--- src/rtl/lurt_pkg.sv ---
`default_nettype none

package lurt_pkg;

  localparam int SYM_W   = 8;
  localparam int POS_W   = 17;
  localparam int DEPTH   = 1 << SYM_W;
  localparam int TDATA_IN_W  = 8;
  localparam int TDATA_OUT_W = 24;

  typedef logic [SYM_W-1:0] sym_t;
  typedef logic [POS_W-1:0] pos_t;

  localparam pos_t MAX_LEN = pos_t'(65536);

  typedef struct packed {
    logic en;
    logic clr;
    sym_t addr;
    pos_t pos;
  } wr_req_t;

endpackage

`default_nettype wire

--- src/rtl/lurt_pos_table.sv ---
`default_nettype none

module lurt_pos_table (
  input  wire                    clk,
  input  wire                    rst_n,
  input  wire                    rd_en,
  input  wire lurt_pkg::sym_t    rd_addr,
  output lurt_pkg::pos_t         rd_data,
  input  wire lurt_pkg::sym_t    seen_addr,
  output logic                   seen_hit,
  input  wire lurt_pkg::wr_req_t wr
);
  import lurt_pkg::*;

  pos_t             pos_mem_r [DEPTH];
  pos_t             rd_data_r;
  logic [DEPTH-1:0] seen_r;
  logic [DEPTH-1:0] seen_nxt;

  always_ff @(posedge clk) begin
    if (wr.en) begin
      pos_mem_r[wr.addr] <= wr.pos;
    end
    if (rd_en) begin
      rd_data_r <= pos_mem_r[rd_addr];
    end
  end

  always_comb begin
    seen_nxt = seen_r;
    if (wr.en) begin
      seen_nxt[wr.addr] = 1'b1;
    end
    if (wr.clr) begin
      seen_nxt = '0;
    end
  end

  always_ff @(posedge clk) begin
    if (!rst_n) begin
      seen_r <= '0;
    end else begin
      seen_r <= seen_nxt;
    end
  end

  assign rd_data  = rd_data_r;
  assign seen_hit = seen_r[seen_addr];

endmodule

`default_nettype wire

--- src/rtl/longest_unique_run_tracker.sv ---
`default_nettype none

// Channel  Dir  Bus      Beat contents
// in_      in   tdata    [7:0] symbol; tlast = final_symbol
// out_     out  tdata    [16:0] best_length, [23:17] zero; tlast = string_done;
//                        tuser = overflow
//
// One beat per cycle while the output is not stalled; the table is read when a beat is
// accepted, and the update stage then writes the output register. The read-modify-write
// of the last-position table forwards the position written in the same cycle as the read.
// Reset is synchronous; no clearing pass: seen bits are flops cleared at string close.
// A stalled output holds the update stage; the input stalls only behind it.

module longest_unique_run_tracker (
  input  wire         clk,
  input  wire         rst_n,
  input  wire         in_tvalid,
  output logic        in_tready,
  input  wire  [7:0]  in_tdata,   // [7:0] symbol
  input  wire         in_tlast,
  output logic        out_tvalid,
  input  wire         out_tready,
  output logic [23:0] out_tdata,  // [16:0] best_length, [23:17] zero
  output logic        out_tlast,
  output logic        out_tuser   // [0] overflow
);
  import lurt_pkg::*;

  logic    in_acc;
  logic    s1_adv;
  logic    sat;
  logic    seen_hit;
  pos_t    rd_data;
  pos_t    last_pos;
  pos_t    win_step;
  pos_t    run;
  pos_t    best_step;
  logic    ovf_step;
  wr_req_t wr;

  logic s1_valid_r, s1_valid_nxt;
  sym_t s1_sym_r;
  logic s1_fin_r;
  logic s1_fwd_r;
  pos_t s1_fwd_pos_r;

  pos_t pos_cnt_r, pos_cnt_nxt;
  pos_t win_r, win_nxt;
  pos_t best_r, best_nxt;
  logic ovf_r, ovf_nxt;

  logic out_valid_r, out_valid_nxt;
  pos_t out_best_r;
  logic out_done_r;
  logic out_ovf_r;

  assign s1_adv    = s1_valid_r & (~out_valid_r | out_tready);
  assign in_tready = ~s1_valid_r | s1_adv;
  assign in_acc    = in_tvalid & in_tready;
  assign sat       = (pos_cnt_r >= MAX_LEN);

  assign wr.en   = s1_adv & ~sat;
  assign wr.clr  = s1_adv & s1_fin_r;
  assign wr.addr = s1_sym_r;
  assign wr.pos  = pos_cnt_r;

  lurt_pos_table u_table (
    .clk       (clk),
    .rst_n     (rst_n),
    .rd_en     (in_acc),
    .rd_addr   (in_tdata[SYM_W-1:0]),
    .rd_data   (rd_data),
    .seen_addr (s1_sym_r),
    .seen_hit  (seen_hit),
    .wr        (wr)
  );

  always_comb begin
    last_pos  = s1_fwd_r ? s1_fwd_pos_r : rd_data;
    win_step  = win_r;
    if (seen_hit && (last_pos >= win_r)) begin
      win_step = last_pos + pos_t'(1);
    end
    run       = pos_cnt_r - win_step + pos_t'(1);
    best_step = best_r;
    if (!sat && (run > best_r)) begin
      best_step = run;
    end
    ovf_step  = ovf_r | sat;
  end

  always_comb begin
    pos_cnt_nxt = pos_cnt_r;
    win_nxt     = win_r;
    best_nxt    = best_r;
    ovf_nxt     = ovf_r;
    if (s1_adv) begin
      if (s1_fin_r) begin
        pos_cnt_nxt = '0;
        win_nxt     = '0;
        best_nxt    = '0;
        ovf_nxt     = 1'b0;
      end else begin
        if (!sat) begin
          pos_cnt_nxt = pos_cnt_r + pos_t'(1);
          win_nxt     = win_step;
        end
        best_nxt = best_step;
        ovf_nxt  = ovf_step;
      end
    end
  end

  always_comb begin
    s1_valid_nxt = s1_valid_r;
    if (in_acc) begin
      s1_valid_nxt = 1'b1;
    end else if (s1_adv) begin
      s1_valid_nxt = 1'b0;
    end
    out_valid_nxt = out_valid_r;
    if (s1_adv) begin
      out_valid_nxt = 1'b1;
    end else if (out_tready) begin
      out_valid_nxt = 1'b0;
    end
  end

  always_ff @(posedge clk) begin
    if (!rst_n) begin
      s1_valid_r  <= 1'b0;
      out_valid_r <= 1'b0;
      pos_cnt_r   <= '0;
      win_r       <= '0;
      best_r      <= '0;
      ovf_r       <= 1'b0;
    end else begin
      s1_valid_r  <= s1_valid_nxt;
      out_valid_r <= out_valid_nxt;
      pos_cnt_r   <= pos_cnt_nxt;
      win_r       <= win_nxt;
      best_r      <= best_nxt;
      ovf_r       <= ovf_nxt;
    end
  end

  // capture the beat; flag a same-cycle write to its table entry
  always_ff @(posedge clk) begin
    if (in_acc) begin
      s1_sym_r     <= in_tdata[SYM_W-1:0];
      s1_fin_r     <= in_tlast;
      s1_fwd_r     <= wr.en & (s1_sym_r == in_tdata[SYM_W-1:0]);
      s1_fwd_pos_r <= pos_cnt_r;
    end
    if (s1_adv) begin
      out_best_r <= best_step;
      out_done_r <= s1_fin_r;
      out_ovf_r  <= ovf_step;
    end
  end

  assign out_tvalid = out_valid_r;
  assign out_tdata  = {{(TDATA_OUT_W-POS_W){1'b0}}, out_best_r};
  assign out_tlast  = out_done_r;
  assign out_tuser  = out_ovf_r;

  a_close_clears: assert property (@(posedge clk) disable iff (!rst_n)
    (s1_adv && s1_fin_r) |=> (pos_cnt_r == '0 && best_r == '0 && !ovf_r))
    else $error("string close did not clear counters");

  a_window_order: assert property (@(posedge clk) disable iff (!rst_n)
    (win_r <= pos_cnt_r))
    else $error("window start beyond position count");

  a_best_bound: assert property (@(posedge clk) disable iff (!rst_n)
    (best_r <= pos_cnt_r))
    else $error("best length exceeds position count");

  a_ovf_sat: assert property (@(posedge clk) disable iff (!rst_n)
    ovf_r |-> (pos_cnt_r == MAX_LEN))
    else $error("overflow set below saturation");

endmodule

`default_nettype wire
--- config.mk ---
export PLATFORM = sky130hd
export DESIGN_NAME = longest_unique_run_tracker
export DESIGN_NICKNAME = d
export VERILOG_FILES = /design/src/rtl/lurt_pkg.sv /design/src/rtl/lurt_pos_table.sv /design/src/rtl/longest_unique_run_tracker.sv
export SDC_FILE = /design/constraint.sdc
export NUM_CORES = 2
export LEC_CHECK = 0
export BUFFER_PORTS_ARGS = -buffer_cell sky130_fd_sc_hd__buf_2
export CORE_ASPECT_RATIO = 1.4
export CORE_MARGIN = 5
export CORE_UTILIZATION = 45
export DETAILED_ROUTE_END_ITERATION = 6
export PLACE_DENSITY = 0.68
export SLEW_MARGIN = 40
export SYNTH_ARGS = -nofsm -noshare
export SYNTH_HDL_FRONTEND = slang
export SYNTH_MEMORY_MAX_BITS = 65536
export SYNTH_SLANG_ARGS = --single-unit
--- constraint.sdc ---
create_clock -name clk -period 8.7 [get_ports clk]
set_input_delay 1.305 -clock clk [delete_from_list [all_inputs] [get_ports clk]]
set_output_delay 1.305 -clock clk [all_outputs]
set_load 0.005 [all_outputs]
==> impl_metrics.csv <==
group,metric,value,unit
global_route,gr-usage-met2,38.6,%
timing,finalCriticalPeriod,8.26,ns
setup_path,cp.required,9.54,ns
detailed_routing,drc,0,
clock_tree,clock_sinks,4725,
status,status,"complete, no violations",
timing,timing.fmax,0.121,GHz
global_route,grt_pass1_vias,89600,
detailed_routing,drtIter0Drc,10500,
floorplanning,die_h,763,microns
detailed_routing,routedWlPerCell,33.4,microns
yosys,ys_seq_area_share,76.2,%
job,cap_viol_max_count,0,
floorplanning,design.die.area,0.418,sq mm
layout,fin_util,51.8,%
global_route,antenna_found_initial,33,
setup_path,cp-end-kind,"flip-flop",
clock_tree,htree_levels,5,
global_route,met1_usage,27.8,%
yosys,async_flop_share,0,%
clock_tree,clockBufferDepth,4,
global_route,grt_busiest_layer,"met2",
timing,drv_slew,0,
detailed_routing,via_per_inst,6.19,
clock_tree,path_clk_slew,0.07,ns
layout,layout.nets,8662,
clock_tree,cts_buffers,410,
timing,rsz0062_at_grt,"no",
timing,hold_violations,0,
clock_tree,cts-root-buf,"clkbuf_16",
placed_design,dp_slack,0.0200,ns
setup_path,cpMaxStageDelayCell,"mux4_1",
detailed_routing,via_count,87900,
placed_design,hpwl,294000,microns
yosys,avgSynthCellArea,22.4,sq um
setup_path,max_stage_delay,0.66,ns
yosys,synth_edf_count,4415,
timing,fin_crit_sh,94.9,%
yosys,syn_area,0.182,sq mm
global_route,grt-ovfl-total,0,
yosys,synthFlopType,"edfxtp_1",
layout,syn_to_final_growth,14.7,%
detailed_routing,routed_wl,475000,microns
placed_design,gp_congestion,0.870,
clock_tree,tritoncts,"yes",
global_route,grt.total_usage,22.5,%
timing,fin_ws,0.440,ns
power_and_ir_drop,p_leak,0.0559,uW
yosys,yosysWarnings,0,
detailed_routing,ant_nets,0,
setup_path,crit_fanout,57,
layout,layout-drive-gt1-share,32.5,%
timing,slew_headroom,39.5,%
floorplanning,start_util,45.1,%
detailed_routing,dr.pass1.iters,6,
setup_path,crit_start,"s1_sym_r[0]",
timing,skew,0.0687,ns
floorplanning,die_w,548,microns
power_and_ir_drop,finalPower,44300,uW
setup_path,start_kind,"flip-flop",
yosys,ys_ff_latch,4725,
floorplanning,core_area,0.403,sq mm
timing,worst_pin_slew,0.905,ns
global_route,grt_pass1_wl,674000,microns
global_route,grt_max_degree,133,
setup_path,r2r-start,"s1_sym_r[0]",
min_path,hold_class,"flip-flop to flip-flop",
power_and_ir_drop,vdd_drop_max,0.169,mV
clock_tree,hold_buffers,0,
setup_path,worst_path_most_repeated_cell,"ha_1",
placed_design,numPortBuffers,33,
min_path,min_from,"u_table.seen_r[98]",
setup_path,path_class,"flip-flop to flip-flop",
setup_path,cp.arrival,9.10,ns
power_and_ir_drop,power_density,212,mW/mm^2
floorplanning,rows,276,
yosys,netlist_instances,8118,
timing,setup_viol,0,
yosys,synth_area_leader_cell,"edfxtp_1",
yosys,yosysUniqueCellTypes,67,
yosys,synthDominantCellAreaShare,72.8,%
clock_tree,clk_latency,0.97,ns
global_route,use_met3,4.03,%
floorplanning,io_pins,41,
yosys,synthTopCellsByArea,"edfxtp_1 (73%), mux4_2 (18%), dfxtp_1 (3.4%), nor2_1 (1.7%), clkbuf_1 (0.60%)",
==> final timing paths <==
kind | to | slack (ns) | cells after the start
hold reg to reg | u_table.seen_r[98] | 0.47 | 2
hold / removal | u_table.seen_r[98] | 0.47 | 2
setup reg to reg | best_r[15] | 0.44 | 29
setup / recovery | best_r[15] | 0.44 | 29
==> flip-flops by register name, summed over array words and instances (netlist names), 8 cells and up <==
register	count
u_table.rd_data	17
s1_sym_r	8
win_r	17
best_r	17
pos_cnt_r	17
out_best_r	17
u_table.pos_mem_r	4352
u_table.seen_r	256
s1_fwd_pos_r	17
==> area by class of cell <==
type | count | area [sq um]
fillers | 30300 | 195000
flip-flops and latches | 4725 | 139000
multi-input cells | 2898 | 42700
clock buffers | 491 | 10800
repair buffers | 485 | 7060
well taps | 5282 | 6610
clock inverters | 259 | 2480
inverters | 60 | 228
diodes | 13 | 32.5
==> per-layer routing <==
layer | vias to the layer above | part of all wire, %
li1 | 34900 | -
met1 | 47500 | 35
met2 | 4578 | 51
met3 | 990 | 8.3
met4 | 20 | 5.4
met5 | - | 0.026
==> critical path: cells and delay by family (launching register included) <==
kind | cells | cell delay (ns)
multiplexers | 2 | 1.15
AO/OA/AOI/OAI | 12 | 2.81
AND/OR/NAND/NOR | 9 | 2.04
flip-flops | 1 | 0.40
buffers and inverters | 3 | 0.70
adder cells (fa/ha/maj) | 3 | 0.92
==> per-stage QoR <==
step	area, sq um	hold WS, ns	setup TNS (ns)	instances
5_1_grt	209000	0.486	0	14200
3_3_place_gp	191000	0.444	-9.05	13200
6_report	209000	0.468	0	14200
4_1_cts	208000	0.449	0	14200
3_5_place_dp	195000	0.453	0	13400
2_1_floorplan	182000	0.429	0	8124
==> cells in the final DEF (no fill, tap or decap), types with 94 or more instances in the layout <==
cell       count
nor2_1       626
buf_8        103
mux4_2      1488
buf_4        181
edfxtp_1    4415
nor2_4       155
clkinv_2      94
dfxtp_1      293
buf_16       102
clkbuf_16    418
==> power breakdown <==
part / leakage (uW) / switching, uW / total (uW) / internal [uW]
Clock: 0.00652 / 8180 / 18300 / 10100
Combinational: 0.0136 / 877 / 1480 / 601
Sequential: 0.0358 / 28.8 / 24600 / 24500
==> kinds of logic after synthesis <==
logic type / after synthesis / share of synthesized area, %
other cells: 1 / 0.00206
simple gates: 1037 / 2.29
xor+xnor: 45 / 0.217
mux: 1566 / 19.0
buf+inv: 501 / 1.16
flops: 4725 / 76.2
compound gates: 174 / 0.647
fa+ha+maj: 69 / 0.478
==> timing repair <==
item,in CTS,in global routing
buffers inserted,0,4
endpoints found under the setup margin,0,34
gates resized for setup,0,3
==> synthesized netlist by cell type, drive strengths merged (30+ instances only) <==
| cell type | number |
|---|---|
| edfxtp | 4415 |
| mux4 | 1499 |
| nor2 | 846 |
| dfxtp | 310 |
| clkbuf | 290 |
| buf | 150 |
| ha | 68 |
| nand2 | 67 |
| inv | 58 |
| a21oi | 40 |
| mux2i | 35 |
| mux2 | 32 |
| xnor2 | 30 |
Note: power is estimated with default switching activity, not from simulation.
